<file path="config.mk">
export PLATFORM = sky130hd
export DESIGN_NAME = v2py_gain
export DESIGN_NICKNAME = d
export VERILOG_FILES = /design/src/hw/rtl/vector_to_pitch_yaw_unit_defines.svh /design/src/hw/rtl/v2py_pkg.sv /design/src/hw/rtl/v2py_gain.sv
export SDC_FILE = /design/constraint.sdc
export NUM_CORES = 1
export LEC_CHECK = 0
export BUFFER_PORTS_ARGS = -buffer_cell sky130_fd_sc_hd__buf_2
export CORE_UTILIZATION = 47
export CTS_CLUSTER_SIZE = 40
export DETAILED_ROUTE_END_ITERATION = 10
export GPL_ROUTABILITY_DRIVEN = 1
export PLACE_DENSITY = 0.61
export RECOVER_POWER = 100
export SYNTH_ARGS = -nofsm -noshare
export SYNTH_HDL_FRONTEND = slang
export SYNTH_SLANG_ARGS = --single-unit
</file>
<file path="constraint.sdc">
create_clock -name i_clk -period 7.7 [get_ports i_clk]
set_input_delay 0.77 -clock i_clk [delete_from_list [all_inputs] [get_ports i_clk]]
set_output_delay 0.77 -clock i_clk [all_outputs]
set_load 0.01 [all_outputs]
</file>
<file path="src/hw/rtl/vector_to_pitch_yaw_unit_defines.svh">
// Assertion helpers shared by the aim-angle RTL.
`ifndef VECTOR_TO_PITCH_YAW_UNIT_DEFINES_SVH
`define VECTOR_TO_PITCH_YAW_UNIT_DEFINES_SVH

// same-cycle implication, checked outside reset
`define V2PY_ASSERT_NOW(lbl, ante, cons, msg) \
    lbl: assert property (@(posedge i_clk) disable iff (!i_rst_n) (ante) |-> (cons)) \
        else $error(msg);

// next-cycle implication, checked outside reset
`define V2PY_ASSERT_NEXT(lbl, ante, cons, msg) \
    lbl: assert property (@(posedge i_clk) disable iff (!i_rst_n) (ante) |=> (cons)) \
        else $error(msg);

`endif

</file>
<file path="src/hw/rtl/v2py_pkg.sv">
`timescale 1ns / 1ps
package v2py_pkg;

    localparam int DW        = 44;  // CORDIC datapath, signed
    localparam int AW        = 26;  // angle accumulator, 2^-15 degree
    localparam int TABLE_LEN = 24;
    localparam int KW        = 20;

    localparam logic [KW-1:0]        INV_GAIN    = 20'd636751;
    localparam logic signed [AW-1:0] DEG180      = 26'sd5898240;
    localparam int                   PITCH_LIMIT = 11520;
    localparam int                   YAW_LIMIT   = 23040;

    // atan(2^-i) in 2^-15 degree
    localparam logic signed [AW-1:0] ATAN_TAB [TABLE_LEN] = '{
        26'sd1474560, 26'sd870484, 26'sd459940, 26'sd233473, 26'sd117189, 26'sd58652,
        26'sd29333, 26'sd14667, 26'sd7334, 26'sd3667, 26'sd1833, 26'sd917,
        26'sd458, 26'sd229, 26'sd115, 26'sd57, 26'sd29, 26'sd14,
        26'sd7, 26'sd4, 26'sd2, 26'sd1, 26'sd0, 26'sd0
    };

    typedef struct packed {
        logic signed [15:0] target_x;
        logic signed [15:0] target_y;
        logic signed [15:0] target_z;
    } t_target;

    typedef struct packed {
        logic signed [14:0] pitch_angle;
        logic signed [15:0] yaw_angle;
        logic               zero_vector;
    } t_result;

    // side data carried along the yaw pass
    typedef struct packed {
        logic               zero;
        logic               no_horiz;
        logic signed [DW-1:0] z;
    } t_yaw_side;

    // side data carried through the gain multiply
    typedef struct packed {
        logic               zero;
        logic               no_horiz;
        logic signed [AW-1:0] yaw;
        logic signed [DW-1:0] z;
    } t_gain_side;

    // side data carried along the pitch pass
    typedef struct packed {
        logic               zero;
        logic               no_horiz;
        logic signed [AW-1:0] yaw;
    } t_pitch_side;

endpackage

</file>
<file path="src/hw/rtl/v2py_gain.sv">
`timescale 1ns / 1ps
module v2py_gain import v2py_pkg::*; #(
    parameter int SB_W = 8
) (
    input  logic                 i_clk,
    input  logic                 i_rst_n,
    input  logic                 i_valid,
    output logic                 o_stall,
    input  logic signed [DW-1:0] i_x,
    input  logic [SB_W-1:0]      i_side,
    output logic                 o_valid,
    input  logic                 i_stall,
    output logic signed [DW-1:0] o_r,
    output logic [SB_W-1:0]      o_side
);

    localparam int LO_W = DW / 2;
    localparam int HI_W = DW - LO_W;
    localparam int PW   = DW + KW + 2;

    logic [LO_W+KW-1:0] r_lo;
    logic [HI_W+KW-1:0] r_hi;
    logic [SB_W-1:0]    r_sb1, r_sb2;
    logic signed [DW-1:0] r_r;
    logic               r_vld1, r_vld2;
    logic               st1, st2;
    logic [PW-1:0]      sum;

    assign st2     = r_vld2 & i_stall;
    assign st1     = r_vld1 & st2;
    assign o_stall = st1;

    // x is non-negative here: split into two unsigned partial products
    always_ff @(posedge i_clk) begin
        if (!st1) begin
            r_lo  <= i_x[LO_W-1:0] * INV_GAIN;
            r_hi  <= i_x[DW-1:LO_W] * INV_GAIN;
            r_sb1 <= i_side;
        end
    end

    // combine, round half up, drop 20 fraction bits
    assign sum = {{(PW-HI_W-KW-LO_W){1'b0}}, r_hi, {LO_W{1'b0}}}
               + {{(PW-LO_W-KW){1'b0}}, r_lo}
               + PW'(1 << (KW - 1));

    always_ff @(posedge i_clk) begin
        if (!st2) begin
            r_r   <= $signed(sum[KW +: DW]);
            r_sb2 <= r_sb1;
        end
    end

    always_ff @(posedge i_clk) begin
        if (!i_rst_n) begin
            r_vld1 <= 1'b0;
            r_vld2 <= 1'b0;
        end else begin
            if (!st1) begin
                r_vld1 <= i_valid;
            end
            if (!st2) begin
                r_vld2 <= r_vld1;
            end
        end
    end

    assign o_valid = r_vld2;
    assign o_r     = r_r;
    assign o_side  = r_sb2;

endmodule

</file>
### Word level (Yosys, flattened, before mapping)

Index checks and enable logic that the tools add are counted.

* add/subtract/negate cells: 2
* multipliers: 2
* div/mod/pow operators: 0
* order comparisons: 0
* eq/ne operators: 0
* shift-type cells: 0
* muxes and demuxes: 0
* bitwise operators: 2
* reduce and logical (&&, ||, !) cells: 0

Operator list (number)
* 22-bit by 20-bit multiplier with 42-bit output (second input constant): 2
* 64-bit by 20-bit adder with 64-bit output (second input constant): 1
* 64-bit by 42-bit adder with 64-bit output: 1
* 1-bit bitwise AND: 2

* bits in registers: 146
* latch bits: 0
* memory bits (writable): 0
* ROM bits: 0
* input port bits: 56
* output and inout bits: 54
* word-level logic and storage cells: 13
* memories kept: 0

### Longest topological paths before layout

* depth in word-level cells: 2
* mapped depth: 24
* depth with buffers taken out: 23

### Least setup slack after synthesis

No wires, ideal clock.

* path kind: input to register
* start: in i_x[9]
* end: reg r_lo[38] (data pin)
* library setup time: 0.260 ns
* data arrival time: 6.562 ns
* required time: 7.440 ns
* setup slack: 0.878 ns
* stages: 19
* path buffers: 0
* cells stage by stage: inv_1 > fa_1 > fa_1 > inv_1 > fa_1 > fa_1 > fa_1 > fa_1 > fa_1 > ha_1 > a21o_1 > a21oi_1 > nor2b_1 > a311o_1 > o311a_1 > o21a_4 > o21a_1 > a221oi_2 > xnor2_1

* longest elaborated chain between the ends: 1

RTL lines
* start: declaration: line v2py_gain.sv:9 `input logic signed [DW-1:0] i_x,`
* 22-bit by 20-bit multiplier with 42-bit output: line v2py_gain.sv:36 `r_lo <= i_x[LO_W-1:0] * INV_GAIN;`
* end signal: assignment: line v2py_gain.sv:36
* end: declaration: line v2py_gain.sv:21 `logic [LO_W+KW-1:0] r_lo;`

No other way between the ends.
A chain may end at the register's enable or synchronous reset.

### Worst setup path in the final report

* start: in i_x[9]
* end: reg r_lo[41] (data pin)

The elaborated chain is that of the path after synthesis.

==> flow_summary.toml <==
[cells_and_area]
area_delta_synth_final_pct = 7.65
stdcell_area_um2 = 24700
drive_gt1_share_pct = 4.27
nNetsFinal = 3117
antennaDiodeCount = 0

[timing]
slew_headroom_pct = -138
max_freq_mhz = 138
hold_violations = 0
finalSetupTns_ns = 0
fin_worst_skew_ns = 0.0102
fin_crit_sh_pct = 94.0
rsz0062_at_grt = "no"
fin_crit_ns = 7.24
setup_viol = 0
slew_violations = 128
max_slew.worst_pin.slew_ns = 3.57

[cts]
cts_setup_buffers = 0
ctsLongestPathBuffers = 2
cts_tree = "built"
cts.sinks = 127
insertion_delay_ns = 0.43
htreeDepth = 4
cts_resized = 0
hold_buffers = 0
numCtsBuffers = 17
clockRootBuffer = "clkbuf_16"
cts.reportedPaths.clkPinSlew_ns = 0.06

[detailed_routing]
vias_per_cell = 5.07
drcViolationCount = 0
drt_pass1_iterations = 5
wirelength_um = 52700
avgRoutedWirePerCell_um = 18.3
final_antenna_net_count = 0
num_vias = 14600
drtIter0Drc = 709

[yosys]
synth_top_area_share_pct = 35.9
syn-mean-instance-area_um2 = 10.7
synthesis.nets = 2996
yosys_warnings = 0
syn_inst = 2136
ys_ff_latch = 127
synthTopCellsByCount = "644 x inv_1, 411 x fa_1, 393 x ha_1, 125 x edfxtp_1, 87 x a21oi_1"
synth_area_leaders = "fa_1 36%, ha_1 21%, edfxtp_1 16%, inv_1 11%, xnor2_1 2.7%"
synthFlopType = "edfxtp_1"
yosys.area.top_type = "fa_1"
async_flop_share_pct = 0
synth.most_common_cell = "inv_1"
yosysSeqAreaShare_pct = 16.5
syn-cell-area_um2 = 22900
synth_cell_types = 64
synth_edf_count = 125

[worst_setup_path]
reg2reg_depth = 1
worstReg2RegStart = "o_valid"
worstPathArrival_ns = 7.41
cp-end-kind = "register"
cp_max_fo = 6
critPathKind = "input pin to register"
r2r_slack_ns = 3.58
setup.worst_path.start = "i_x[9]"
startpoint_type = "input pin"
timing.rr.end = "r_lo[22]"
worstPathRequired_ns = 7.87
cp-endpoint = "r_lo[41]"

[floorplan]
core_um2 = 47900
num_rows = 80
num_io_pins = 110
dieArea_um2 = 49700
die_w_um = 223
start_util_pct = 47.9
die_y_um = 223

[grt]
grt_pass1_wl_um = 87000
grt_overflow = 0
grt_start_max_net_pins = 75
antenna_found_initial = 0
grt_pass1_vias = 15900
gr-usage-all-layers_pct = 22.7

[placement]
dpl-instance-area_um2 = 24300
routabilityCongestion = 0.936
hpwl_um = 47300
portBuffers = 109

[outcome]
status = "finished, violations left"
violations = "capacitance limit, slew limit"

[job]
drv_cap = 2

[min_path]
worstHoldPathType = "register to register"
## final cells by class
type,instances,area (µm²)
clock inverters,15,136
clock buffers,17,425
well taps,615,769
multi-input cells,1355,16700
fillers,4370,23200
inverters,644,2420
repair buffers,112,492
flip-flops and latches,127,3790
## cell usage in the layout (no fill, tap or decap), types with 4 or more instances in the layout
master,instances
nand4_1,17
nor2b_1,7
nand2b_1,6
nand2_1,46
nand3_1,20
fa_1,411
and3_2,4
xor2_1,27
o21ai_0,37
edfxtp_1,125
nor2_1,41
a211oi_1,8
clkbuf_1,59
o21ai_1,4
buf_2,51
inv_1,644
nor3_1,12
a21oi_1,87
o21bai_1,15
xnor2_1,71
and4_1,4
and3_1,10
ha_1,393
a21o_1,56
clkbuf_16,17
o21a_1,10
and2_1,5
a31oi_1,7
o211ai_1,8
## kinds of logic after synthesis
| kind of cell | Yosys count | synth area share, % |
|---|---|---|
| multiplexers | 1 | 0.0436 |
| buffers and inverters | 654 | 10.7 |
| XOR/XNOR | 98 | 3.74 |
| adder cells (fa/ha/maj) | 804 | 57.3 |
| flip-flops | 127 | 16.5 |
| AO/OA/AOI/OAI | 267 | 7.66 |
| AND/OR/NAND/NOR | 185 | 4.03 |
## per-stage QoR
| stage | utilization, % | std cells | hold slack (ns) | setup WS (ns) |
|---|---|---|---|---|
| final | 51.5 | 2885 | 0.420 | 0.460 |
| after detailed placement | 50.6 | 2853 | 0.406 | 0.140 |
| after global routing | 51.5 | 2885 | 0.421 | 0.136 |
| after global placement | 50.6 | 2853 | 0.400 | 0.236 |
| after CTS | 51.8 | 2885 | 0.421 | 0.593 |
| after floorplan | - | 2136 | 0.400 | 0.878 |
## layer usage
metal	up-vias	global-route usage (%)	wire, µm
met5	-	0	0
met4	0	4.14	539
met3	36	3.57	2490
met2	295	34.1	22500
met1	7297	34.9	27200
li1	7001	-	-
## worst min-delay path by stage
stage               cells after the start   endpoint     start
detailed placement                      0  o_side[7]  r_sb1[7]
finish                                  0  o_side[6]  r_sb1[6]
global placement                        0  o_side[6]  r_sb1[6]
global route                            0  o_side[7]  r_sb1[7]
floorplan                               0  o_side[0]  r_sb1[0]
CTS                                     0  o_side[7]  r_sb1[7]
## registers in the layout, summed over array words and instances (netlist names)
register,flops
r_lo,23
r_sb1,8
o_valid,1
r_hi,42
o_r,44
o_side,8
r_vld1,1
## worst max-delay path: stages
cell	delay (ns)
clkbuf_1	0.26
inv_1	0.26
fa_1	0.52
fa_1	0.49
inv_1	0.05
fa_1	0.49
fa_1	0.52
fa_1	0.51
fa_1	0.57
fa_1	0.42
ha_1	0.37
a21o_1	0.18
a21oi_1	0.15
nor2b_1	0.06
a311o_1	0.38
o311ai_1	0.55
a21oi_1	0.22
a221o_1	0.41
a21oi_2	0.16
xnor2_1	0.07
Power is not shown: default switching activity piles up to over one toggle a cycle in this logic, so the estimate is an artifact.
